==> src/hdl/cdn_pkg.sv <==
package cdn_pkg;

  // Last year that the engine accepts or produces.
  localparam int MAX_YEAR = 9999;

  // Serial number of 31 December of the last year.
  localparam int LAST_DAY_INT = MAX_YEAR * 365 + MAX_YEAR / 4 - MAX_YEAR / 100
                                + MAX_YEAR / 400;
  localparam logic [21:0] LAST_DAY = 22'(LAST_DAY_INT);

  // Floor division by 25 of a 12-bit value: multiply by 20972, shift by 19.
  localparam int RECIP_25 = 20972;
  localparam int RECIP_SHIFT = 19;
  localparam int QUADS_PER_CENTURY = 25;

  // Restoring decomposition over 400, 100, 4 and 1 year spans.
  localparam int DIV_STEPS = 14;
  localparam logic [3:0] LAST_STEP = 4'(DIV_STEPS - 1);

  typedef enum logic [1:0] {
    OP_NEXT     = 2'd0,
    OP_TO_NUM   = 2'd1,
    OP_FROM_NUM = 2'd2,
    OP_DOY      = 2'd3
  } op_t;

  typedef enum logic [2:0] {
    RES_BAD,
    RES_NEXT,
    RES_COUNT,
    RES_DOY,
    RES_DATE
  } res_kind_t;

  typedef enum logic [3:0] {
    S_IDLE,
    S_LEAP_WAIT,
    S_DECIDE,
    S_NEXT_WAIT,
    S_NEXT_DONE,
    S_DIV,
    S_FIN,
    S_YR_LOAD,
    S_YR_WAIT,
    S_MONTHS
  } state_t;

  typedef struct packed {
    logic      load;
    logic      next_year;
    logic      div_init;
    logic      div_step;
    logic      yr_load;
    logic      mon_step;
    logic      wr;
    res_kind_t res;
  } cdn_cmd_t;

  typedef struct packed {
    op_t  op;
    logic dn_bad;
    logic date_bad;
    logic year_roll;
    logic at_max;
    logic div_last;
    logic month_done;
  } cdn_stat_t;

  // Length of a month; zero for a month number that does not exist.
  function automatic logic [4:0] month_days(input logic [3:0] mo, input logic leap);
    logic [4:0] len;
    len = 5'd0;
    unique case (mo) inside
      4'd1, 4'd3, 4'd5, 4'd7, 4'd8, 4'd10, 4'd12: len = 5'd31;
      4'd4, 4'd6, 4'd9, 4'd11:                    len = 5'd30;
      4'd2:                                       len = leap ? 5'd29 : 5'd28;
      default:                                    len = 5'd0;
    endcase
    return len;
  endfunction

  // Days in the months before the given one, in a common year.
  function automatic logic [8:0] days_before_month(input logic [3:0] mo);
    logic [8:0] acc;
    acc = 9'd0;
    unique case (mo)
      4'd2:    acc = 9'd31;
      4'd3:    acc = 9'd59;
      4'd4:    acc = 9'd90;
      4'd5:    acc = 9'd120;
      4'd6:    acc = 9'd151;
      4'd7:    acc = 9'd181;
      4'd8:    acc = 9'd212;
      4'd9:    acc = 9'd243;
      4'd10:   acc = 9'd273;
      4'd11:   acc = 9'd304;
      4'd12:   acc = 9'd334;
      default: acc = 9'd0;
    endcase
    return acc;
  endfunction

  // Year weight of each decomposition step: 400, 100, 4 and 1 years, each
  // shifted for a binary quotient digit.
  function automatic logic [21:0] step_years(input logic [3:0] step);
    logic [21:0] w;
    w = 22'd0;
    unique case (step)
      4'd0:    w = 22'd6400;
      4'd1:    w = 22'd3200;
      4'd2:    w = 22'd1600;
      4'd3:    w = 22'd800;
      4'd4:    w = 22'd400;
      4'd5:    w = 22'd200;
      4'd6:    w = 22'd100;
      4'd7:    w = 22'd64;
      4'd8:    w = 22'd32;
      4'd9:    w = 22'd16;
      4'd10:   w = 22'd8;
      4'd11:   w = 22'd4;
      4'd12:   w = 22'd2;
      4'd13:   w = 22'd1;
      default: w = 22'd0;
    endcase
    return w;
  endfunction

  // Day count that matches each year weight above.
  function automatic logic [21:0] step_days(input logic [3:0] step);
    logic [21:0] w;
    w = 22'd0;
    unique case (step)
      4'd0:    w = 22'd2337552;
      4'd1:    w = 22'd1168776;
      4'd2:    w = 22'd584388;
      4'd3:    w = 22'd292194;
      4'd4:    w = 22'd146097;
      4'd5:    w = 22'd73048;
      4'd6:    w = 22'd36524;
      4'd7:    w = 22'd23376;
      4'd8:    w = 22'd11688;
      4'd9:    w = 22'd5844;
      4'd10:   w = 22'd2922;
      4'd11:   w = 22'd1461;
      4'd12:   w = 22'd730;
      4'd13:   w = 22'd365;
      default: w = 22'd0;
    endcase
    return w;
  endfunction

endpackage

==> src/hdl/cdn_datapath.sv <==
module cdn_datapath
  import cdn_pkg::*;
(
  input  logic        clk,
  input  cdn_cmd_t    cmd,
  input  logic [1:0]  opcode,
  input  logic [4:0]  day,
  input  logic [3:0]  month,
  input  logic [13:0] year,
  input  logic [21:0] day_number,
  output cdn_stat_t   stat,
  output logic [4:0]  out_day,
  output logic [3:0]  out_month,
  output logic [13:0] out_year,
  output logic [21:0] out_count,
  output logic        leap_year,
  output logic        invalid
);

  op_t         op_q;
  logic [4:0]  d_q;
  logic [3:0]  m_q;
  logic [13:0] y_q;
  logic [21:0] dn_q;
  logic [13:0] lyear;
  logic [7:0]  lq25;
  logic [21:0] rem;
  logic [21:0] acc;
  logic [3:0]  step;
  logic [3:0]  mo;

  logic [26:0] prod;
  logic [11:0] back;
  logic        leap;
  logic [4:0]  dim_cur;
  logic        roll;
  logic [8:0]  doy;
  logic [21:0] sub;
  logic [21:0] add;
  logic        take;
  logic [4:0]  dim_mo;

  // Leap unit: the quotient by 100 is registered, the check follows it.
  assign prod = 27'(lyear[13:2]) * 27'(RECIP_25);
  assign back = 12'(lq25) * 12'(QUADS_PER_CENTURY);
  assign leap = (lyear[1:0] == 2'b00) && ((back != lyear[13:2]) || (lq25[1:0] == 2'b00));

  // Month end and day of year of the input date.
  assign dim_cur = month_days(m_q, leap);
  assign roll    = (d_q == dim_cur);
  assign doy     = 9'(d_q) + days_before_month(m_q) + 9'(leap && (m_q > 4'd2));

  // One restoring step: days are split into years, or years into days.
  assign sub  = (op_q == OP_FROM_NUM) ? step_days(step) : step_years(step);
  assign add  = (op_q == OP_FROM_NUM) ? step_years(step) : step_days(step);
  assign take = (rem >= sub);

  // Month walk over the day of year.
  assign dim_mo = month_days(mo, leap);

  // Status towards the controller.
  always_comb begin
    stat.op         = op_q;
    stat.dn_bad     = (dn_q == 22'd0) || (dn_q > LAST_DAY);
    stat.date_bad   = (y_q == 14'd0) || (y_q > 14'(MAX_YEAR)) || (m_q == 4'd0)
                      || (m_q > 4'd12) || (d_q == 5'd0) || (d_q > dim_cur);
    stat.year_roll  = roll && (m_q == 4'd12);
    stat.at_max     = (y_q == 14'(MAX_YEAR));
    stat.div_last   = (step == LAST_STEP);
    stat.month_done = (mo == 4'd12) || (rem < 22'(dim_mo));
  end

  // Request capture and the year that the leap unit looks at.
  always_ff @(posedge clk) begin
    if (cmd.load) begin
      op_q  <= op_t'(opcode);
      d_q   <= day;
      m_q   <= month;
      y_q   <= year;
      dn_q  <= day_number;
      lyear <= year;
    end else if (cmd.next_year) begin
      lyear <= y_q + 14'd1;
    end else if (cmd.yr_load) begin
      lyear <= acc[13:0] + 14'd1;
    end
    lq25 <= prod[26:19];
  end

  // Remainder, accumulator and step counter.
  always_ff @(posedge clk) begin
    if (cmd.div_init) begin
      rem  <= (op_q == OP_FROM_NUM) ? (dn_q - 22'd1) : (22'(y_q) - 22'd1);
      acc  <= 22'd0;
      step <= 4'd0;
    end else if (cmd.div_step) begin
      if (take) begin
        rem <= rem - sub;
        acc <= acc + add;
      end
      step <= step + 4'd1;
    end else if (cmd.mon_step) begin
      rem <= rem - 22'(dim_mo);
    end
  end

  // Month counter.
  always_ff @(posedge clk) begin
    if (cmd.yr_load) begin
      mo <= 4'd1;
    end else if (cmd.mon_step) begin
      mo <= mo + 4'd1;
    end
  end

  // Result register.
  always_ff @(posedge clk) begin
    if (cmd.wr) begin
      unique case (cmd.res)
        RES_NEXT: begin
          out_day   <= roll ? 5'd1 : (d_q + 5'd1);
          out_month <= roll ? ((m_q == 4'd12) ? 4'd1 : (m_q + 4'd1)) : m_q;
          out_year  <= (roll && (m_q == 4'd12)) ? (y_q + 14'd1) : y_q;
          out_count <= 22'd0;
          leap_year <= leap;
          invalid   <= 1'b0;
        end
        RES_COUNT: begin
          out_day   <= d_q;
          out_month <= m_q;
          out_year  <= y_q;
          out_count <= acc + 22'(doy);
          leap_year <= leap;
          invalid   <= 1'b0;
        end
        RES_DOY: begin
          out_day   <= d_q;
          out_month <= m_q;
          out_year  <= y_q;
          out_count <= 22'(doy);
          leap_year <= leap;
          invalid   <= 1'b0;
        end
        RES_DATE: begin
          out_day   <= rem[4:0] + 5'd1;
          out_month <= mo;
          out_year  <= lyear;
          out_count <= 22'd0;
          leap_year <= leap;
          invalid   <= 1'b0;
        end
        default: begin
          out_day   <= 5'd0;
          out_month <= 4'd0;
          out_year  <= 14'd0;
          out_count <= 22'd0;
          leap_year <= 1'b0;
          invalid   <= 1'b1;
        end
      endcase
    end
  end

endmodule

==> src/hdl/cdn_ctrl.sv <==
module cdn_ctrl
  import cdn_pkg::*;
(
  input  logic      clk,
  input  logic      rst,
  input  logic      start,
  input  cdn_stat_t stat,
  output cdn_cmd_t  cmd,
  output logic      busy,
  output logic      done
);

  state_t state;
  state_t state_next;

  // State register and result strobe.
  always_ff @(posedge clk) begin
    if (rst) begin
      state <= S_IDLE;
      done  <= 1'b0;
    end else begin
      state <= state_next;
      done  <= cmd.wr;
    end
  end

  assign busy = (state != S_IDLE);

  // Next state.
  always_comb begin
    state_next = state;
    unique case (state)
      S_IDLE:      if (start) state_next = S_LEAP_WAIT;
      S_LEAP_WAIT: state_next = S_DECIDE;
      S_DECIDE: begin
        unique case (stat.op)
          OP_FROM_NUM: state_next = stat.dn_bad ? S_IDLE : S_DIV;
          OP_TO_NUM:   state_next = stat.date_bad ? S_IDLE : S_DIV;
          OP_DOY:      state_next = S_IDLE;
          OP_NEXT: begin
            if (!stat.date_bad && stat.year_roll && !stat.at_max) begin
              state_next = S_NEXT_WAIT;
            end else begin
              state_next = S_IDLE;
            end
          end
          default:     state_next = S_IDLE;
        endcase
      end
      S_NEXT_WAIT: state_next = S_NEXT_DONE;
      S_NEXT_DONE: state_next = S_IDLE;
      S_DIV: begin
        if (stat.div_last) begin
          state_next = (stat.op == OP_FROM_NUM) ? S_YR_LOAD : S_FIN;
        end
      end
      S_FIN:       state_next = S_IDLE;
      S_YR_LOAD:   state_next = S_YR_WAIT;
      S_YR_WAIT:   state_next = S_MONTHS;
      S_MONTHS:    if (stat.month_done) state_next = S_IDLE;
      default:     state_next = S_IDLE;
    endcase
  end

  // Commands to the datapath.
  always_comb begin
    cmd = '0;
    cmd.res = RES_BAD;
    unique case (state)
      S_IDLE:      cmd.load = start;
      S_LEAP_WAIT: ;
      S_DECIDE: begin
        unique case (stat.op)
          OP_FROM_NUM: begin
            if (stat.dn_bad) begin
              cmd.wr = 1'b1;
            end else begin
              cmd.div_init = 1'b1;
            end
          end
          OP_TO_NUM: begin
            if (stat.date_bad) begin
              cmd.wr = 1'b1;
            end else begin
              cmd.div_init = 1'b1;
            end
          end
          OP_DOY: begin
            cmd.wr  = 1'b1;
            cmd.res = stat.date_bad ? RES_BAD : RES_DOY;
          end
          OP_NEXT: begin
            if (stat.date_bad || (stat.year_roll && stat.at_max)) begin
              cmd.wr = 1'b1;
            end else if (stat.year_roll) begin
              cmd.next_year = 1'b1;
            end else begin
              cmd.wr  = 1'b1;
              cmd.res = RES_NEXT;
            end
          end
          default:     cmd.wr = 1'b1;
        endcase
      end
      S_NEXT_WAIT: ;
      S_NEXT_DONE: begin
        cmd.wr  = 1'b1;
        cmd.res = RES_NEXT;
      end
      S_DIV:       cmd.div_step = 1'b1;
      S_FIN: begin
        cmd.wr  = 1'b1;
        cmd.res = RES_COUNT;
      end
      S_YR_LOAD:   cmd.yr_load = 1'b1;
      S_YR_WAIT:   ;
      S_MONTHS: begin
        if (stat.month_done) begin
          cmd.wr  = 1'b1;
          cmd.res = RES_DATE;
        end else begin
          cmd.mon_step = 1'b1;
        end
      end
      default:     ;
    endcase
  end

`ifndef SYNTHESIS
  // The result strobe lasts a single cycle.
  a_done_pulse: assert property (@(posedge clk) disable iff (rst) done |=> !done)
    else $error("result strobe held for more than one cycle");

  // A result is only shown once the controller is back at rest.
  a_done_idle: assert property (@(posedge clk) disable iff (rst) done |-> !busy)
    else $error("result strobe while a request is still in progress");

  // Every request stays busy through S_LEAP_WAIT and S_DECIDE, while the leap unit settles.
  a_busy_min: assert property (@(posedge clk) disable iff (rst)
    (start && !busy) |=> busy ##1 busy)
    else $error("request finished before the leap unit settled");
`endif

endmodule

==> src/hdl/calendar_day_number_convert.sv <==
// Gregorian calendar engine, proleptic, years 1 to 9999.
// A request beat is taken at a rising edge where start is high and busy is
// low; opcode, day, month, year and day_number are sampled then. Opcode 0
// gives the next date, 1 the serial day number (1 January of year 1 is day 1),
// 2 turns a day number back into a date, 3 gives the day of the year.
// The result beat stands on the out_* ports, leap_year and invalid for the one
// cycle in which done is high; the receiver cannot stall it, and busy is
// already low in that cycle, so the next request may be given at once.
// After the start beat the controller passes S_LEAP_WAIT and S_DECIDE.
// Opcode 3 and any refused request write their result in S_DECIDE, as does
// opcode 0 unless the year rolls over, when it goes on through S_NEXT_WAIT
// and S_NEXT_DONE. Opcode 1 runs the 14-step restoring decomposition over
// 400, 100, 4 and 1 year spans and writes in S_FIN; opcode 2 runs it too,
// then loads the year, waits for the leap unit, whose divide-by-100 product
// is registered, and walks the months in up to 11 steps.
// Bad dates, day numbers outside the range, and the day after the last date
// give invalid with every other field zero.
// Synchronous reset returns the controller to idle and clears done; the
// datapath registers keep their contents.
module calendar_day_number_convert
  import cdn_pkg::*;
(
  input  logic        clk,
  input  logic        rst,
  input  logic        start,
  output logic        busy,
  input  logic [1:0]  opcode,
  input  logic [4:0]  day,
  input  logic [3:0]  month,
  input  logic [13:0] year,
  input  logic [21:0] day_number,
  output logic        done,
  output logic [4:0]  out_day,
  output logic [3:0]  out_month,
  output logic [13:0] out_year,
  output logic [21:0] out_count,
  output logic        leap_year,
  output logic        invalid
);

  cdn_cmd_t  cmd;
  cdn_stat_t stat;

  // Sequencer.
  cdn_ctrl u_ctrl (
    .clk   (clk),
    .rst   (rst),
    .start (start),
    .stat  (stat),
    .cmd   (cmd),
    .busy  (busy),
    .done  (done)
  );

  // Arithmetic and result register.
  cdn_datapath u_datapath (
    .clk        (clk),
    .cmd        (cmd),
    .opcode     (opcode),
    .day        (day),
    .month      (month),
    .year       (year),
    .day_number (day_number),
    .stat       (stat),
    .out_day    (out_day),
    .out_month  (out_month),
    .out_year   (out_year),
    .out_count  (out_count),
    .leap_year  (leap_year),
    .invalid    (invalid)
  );

endmodule
==> config.mk <==
export PLATFORM = sky130hd
export DESIGN_NAME = calendar_day_number_convert
export DESIGN_NICKNAME = d
export VERILOG_FILES = /design/src/hdl/cdn_pkg.sv /design/src/hdl/cdn_datapath.sv /design/src/hdl/cdn_ctrl.sv /design/src/hdl/calendar_day_number_convert.sv
export SDC_FILE = /design/constraint.sdc
export NUM_CORES = 1
export LEC_CHECK = 0
export BUFFER_PORTS_ARGS = -buffer_cell sky130_fd_sc_hd__buf_4
export CAP_MARGIN = 40
export CORE_ASPECT_RATIO = 0.6
export CORE_UTILIZATION = 41
export DETAILED_ROUTE_END_ITERATION = 7
export PLACE_DENSITY = 0.57
export SLEW_MARGIN = 40
export SYNTH_ARGS = -nofsm -noshare
export SYNTH_HDL_FRONTEND = slang
export SYNTH_SLANG_ARGS = --single-unit
==> constraint.sdc <==
create_clock -name clk -period 9.55 [get_ports clk]
set_input_delay 1.4325 -clock clk [delete_from_list [all_inputs] [get_ports clk]]
set_output_delay 1.4325 -clock clk [all_outputs]
set_load 0.02 [all_outputs]
==> qor.txt <==
Pre-Repair DR Iteration Count - 8
IO buf count - 98
Compound-cell area share of the yosys netlist - 16.1%
Largest family of logic cells by synthesized area - adder cells
Post-Synth Adder-Cell Area - 20.9%
Post-synthesis xor/xnor area fraction - 7.90%
Synth Instances - 1,932
# DRC - 0
Clock Pin Slew Worst Setup and Hold Paths - 0.06 ns
Simple-gate share of the synthesized area - 15.7%
Transition time of the tightest slew-check pin - 0.786 ns
Die area - 44,400 sq um
Clk buf depth - 3
Final setup viols - 0
Setup Skew - 0.0208 ns
Crit-path cells - ha_1 > ha_1 > ha_1 > ha_1 > a21o_1 > a21o_1 > a21o_1 > a2111oi_0 > nor3_1 > xnor2_1 > a311o_1 > o21ai_0 > ha_1 > inv_1 > fa_1 > a21o_1 > a21o_1 > a211o_1 > o31a_1 > nand2b_4 > nor2b_4 > a21o_4
First-pass GRT wire length - 80.9 mm
Seq/Total Area, Yosys - 31.6%
GR Overflow Total - 0
Worst endpoint required time - 9.74 ns
FMAX - 139 MHz
Asr flop ratio synth - 0%
Outcome - finished clean
Most used DFF post-synth - edfxtp_1
Slew Limit Fails - 0
IO Pins - 99
Post-synthesis mux area share - 2.92%
Most frequent cells in the layout - 209 x ha_1, 158 x nand2_1, 137 x inv_1
RSZ-0062 raised after global routing - false
Tmin final - 7.20 ns
Lkg Pwr - 0.00850 uW
Post-cts gate resize count - 0
Drt wl/cell - 20.4 um
Starting DRC count in detailed routing - 1,500
Hold Fails Final Rpt - 0
Crit-path slowest cell - nor2b_4
Clk sink count - 217
Later-pin clock latency in the skew report - 0.56 ns
Post-CTS Hold Buffers - 0
GP Congestion - 0.943
Chip Height - 164 um
Die Wd - 271 um
Avg Inst Size Synth - 9.24 sq um
Largest net degree at the start of global routing - 61
WP data arrival - 7.39 ns
CTS H-tree lvls - 1
Antenna violations before repair - 0
Final TNS setup - 0 ns
GRT Util Overall - 23.7%
Share of cells above drive strength 1 - 9.95%
Routed WL - 52.5 mm
Critical path peak fanout - 47
Ys Warns - 0
# nets final - 2,307
Post-CTS Setup Inserts - 0
Top area cells in the synthesized netlist - edfxtp_1 22%, ha_1 15%, dfxtp_1 9.8%, fa_1 6.2%, xnor2_1 4.1%
CTS root buf - clkbuf_16
Synthesized area - 17,800 sq um
Number of buffers created by CTS - 24
Critical path buffers and inverters - 1
Initial core utilization - 42.1%
Top delay family on crit path - compound AO/OA/AOI/OAI gates
Antenna Violating Nets Remaining - 0
Core ar. - 42,400 sq um
Via density - 5.64
CP max stage delay - 0.61 ns
Commonest non-fill, non-tap cell in the layout - ha_1
Via count - 14,552
Startpoint types - flip-flop
Post-synth top area cell - edfxtp_1
Number of flops mapped to enable cells by yosys - 130
Max rail drop VDD - 0.301 mV
Core Rows - 58
Yosys reg bits - 217
Crit Path Class - flip-flop to flip-flop
Final period util - 75.4%
Synth cell types - 81
Syn_nets - 2,247
Max Cap Viol - 0
Yosys top cell area share - 21.9%
Hold Crit Class - flip-flop to flip-flop
Final core utilization - 47.1%
Area grow syn2layout - 11.8%
Pwr Density - 277 nW/um^2
Dpl hpwl - 41.4 mm
Slew margin rel. - 47.0%
Worst setup EP type - flip-flop
CTS tree - built
Vias in the first global route - 13,567
==> cell type report <==
class	instances	area (sq um)
Antenna cell	1	2.50
Clock buffer	30	674
Clock inverter	14	131
Fill cell	4080	22400
Inverter	138	518
Multi-Input combinational cell	1500	11400
Sequential cell	217	5650
Tap cell	570	713
Timing Repair Buffer	111	833
==> logic make-up after synthesis <==
family	after synthesis
and+or+nand+nor	569
AOI/OAI and AO/OA	455
adders and majority gates	265
DFF	217
buffers and inverters	215
xor gates and xnor gates	161
muxes	50
==> cell usage after synthesis, types with 5 or more instances <==
master and count:
ha_1 210, nand2_1 160, inv_1 137, edfxtp_1 130, o21ai_0 130, a21oi_1 122
nor2_1 122, dfxtp_1 87, xnor2_1 84, xor2_1 77, nand3_1 65, fa_1 55
clkbuf_1 52, nor3_1 43, a21o_1 36, mux2i_1 33, and3_1 25, nor2b_1 24
nor4_1 21, nand4_1 20, o21a_1 20, or3_1 20, and2_1 19, a211oi_1 16
mux2_2 16, a31oi_1 15, buf_2 14, nand2b_1 13, o211ai_1 11, a22oi_1 9
o31ai_1 9, a21boi_0 8, buf_1 8, or2_2 7, a2111oi_0 6, a211o_1 6
a311oi_1 6, a221o_1 5, a32o_1 5, o2111ai_1 5, or4_1 5
==> report_power, final <==
| part | internal, uW | switching (uW) |
|---|---|---|
| combinational | 1390 | 1810 |
| clock | 536 | 416 |
| sequential | 1170 | 205 |
| total | 3090 | 2430 |
==> worst reg2reg max path, stage by stage (launching register included) <==
cell and delay, ns:
dfxtp_1 0.42, ha_1 0.27, ha_1 0.29, ha_1 0.30, ha_1 0.31, a21o_1 0.20
a21o_1 0.21, a21o_1 0.20, a2111oi_0 0.41, nor3_1 0.12, xnor2_1 0.15, a311o_1 0.37
o21ai_0 0.38, ha_1 0.25, inv_1 0.06, fa_1 0.40, a21o_1 0.18, a21o_1 0.21
a211o_1 0.35, o31a_1 0.33, nand2b_4 0.17, nor2b_4 0.61, a21o_4 0.60
==> final timing paths <==
path / start / to / slack (ns) / cells after the start
min: u_datapath.acc[21] / u_datapath.acc[21] / 0.51 / 2
max reg2reg: u_datapath.lq25[1] / u_datapath.out_day[1] / 2.35 / 22
max: u_datapath.lq25[1] / u_datapath.out_day[1] / 2.35 / 22
min reg2reg: u_datapath.acc[21] / u_datapath.acc[21] / 0.51 / 2
==> per-layer routing <==
metal / vias up / GRT usage, % / share of wire [%]
li1: 7080 / - / -
met1: 6905 / 38.5 / 53
met2: 525 / 31.1 / 37
met3: 42 / 5.23 / 8.9
met4: 0 / 3.88 / 1.5
met5: - / 0 / 0
==> metrics by stage <==
stage	setup slack [ns]	total power, uW	instances	hold WS [ns]	area, sq um
3_3_place_gp	2.25	4500	2536	0.485	19100
6_report	2.35	5520	2581	0.510	19900
2_1_floorplan	2.92	3670	1932	0.470	17800
5_1_grt	1.85	6050	2580	0.531	19900
4_1_cts	2.40	5530	2580	0.513	19900
3_5_place_dp	2.49	4530	2536	0.505	19100
(Power assumes the default switching activity.)
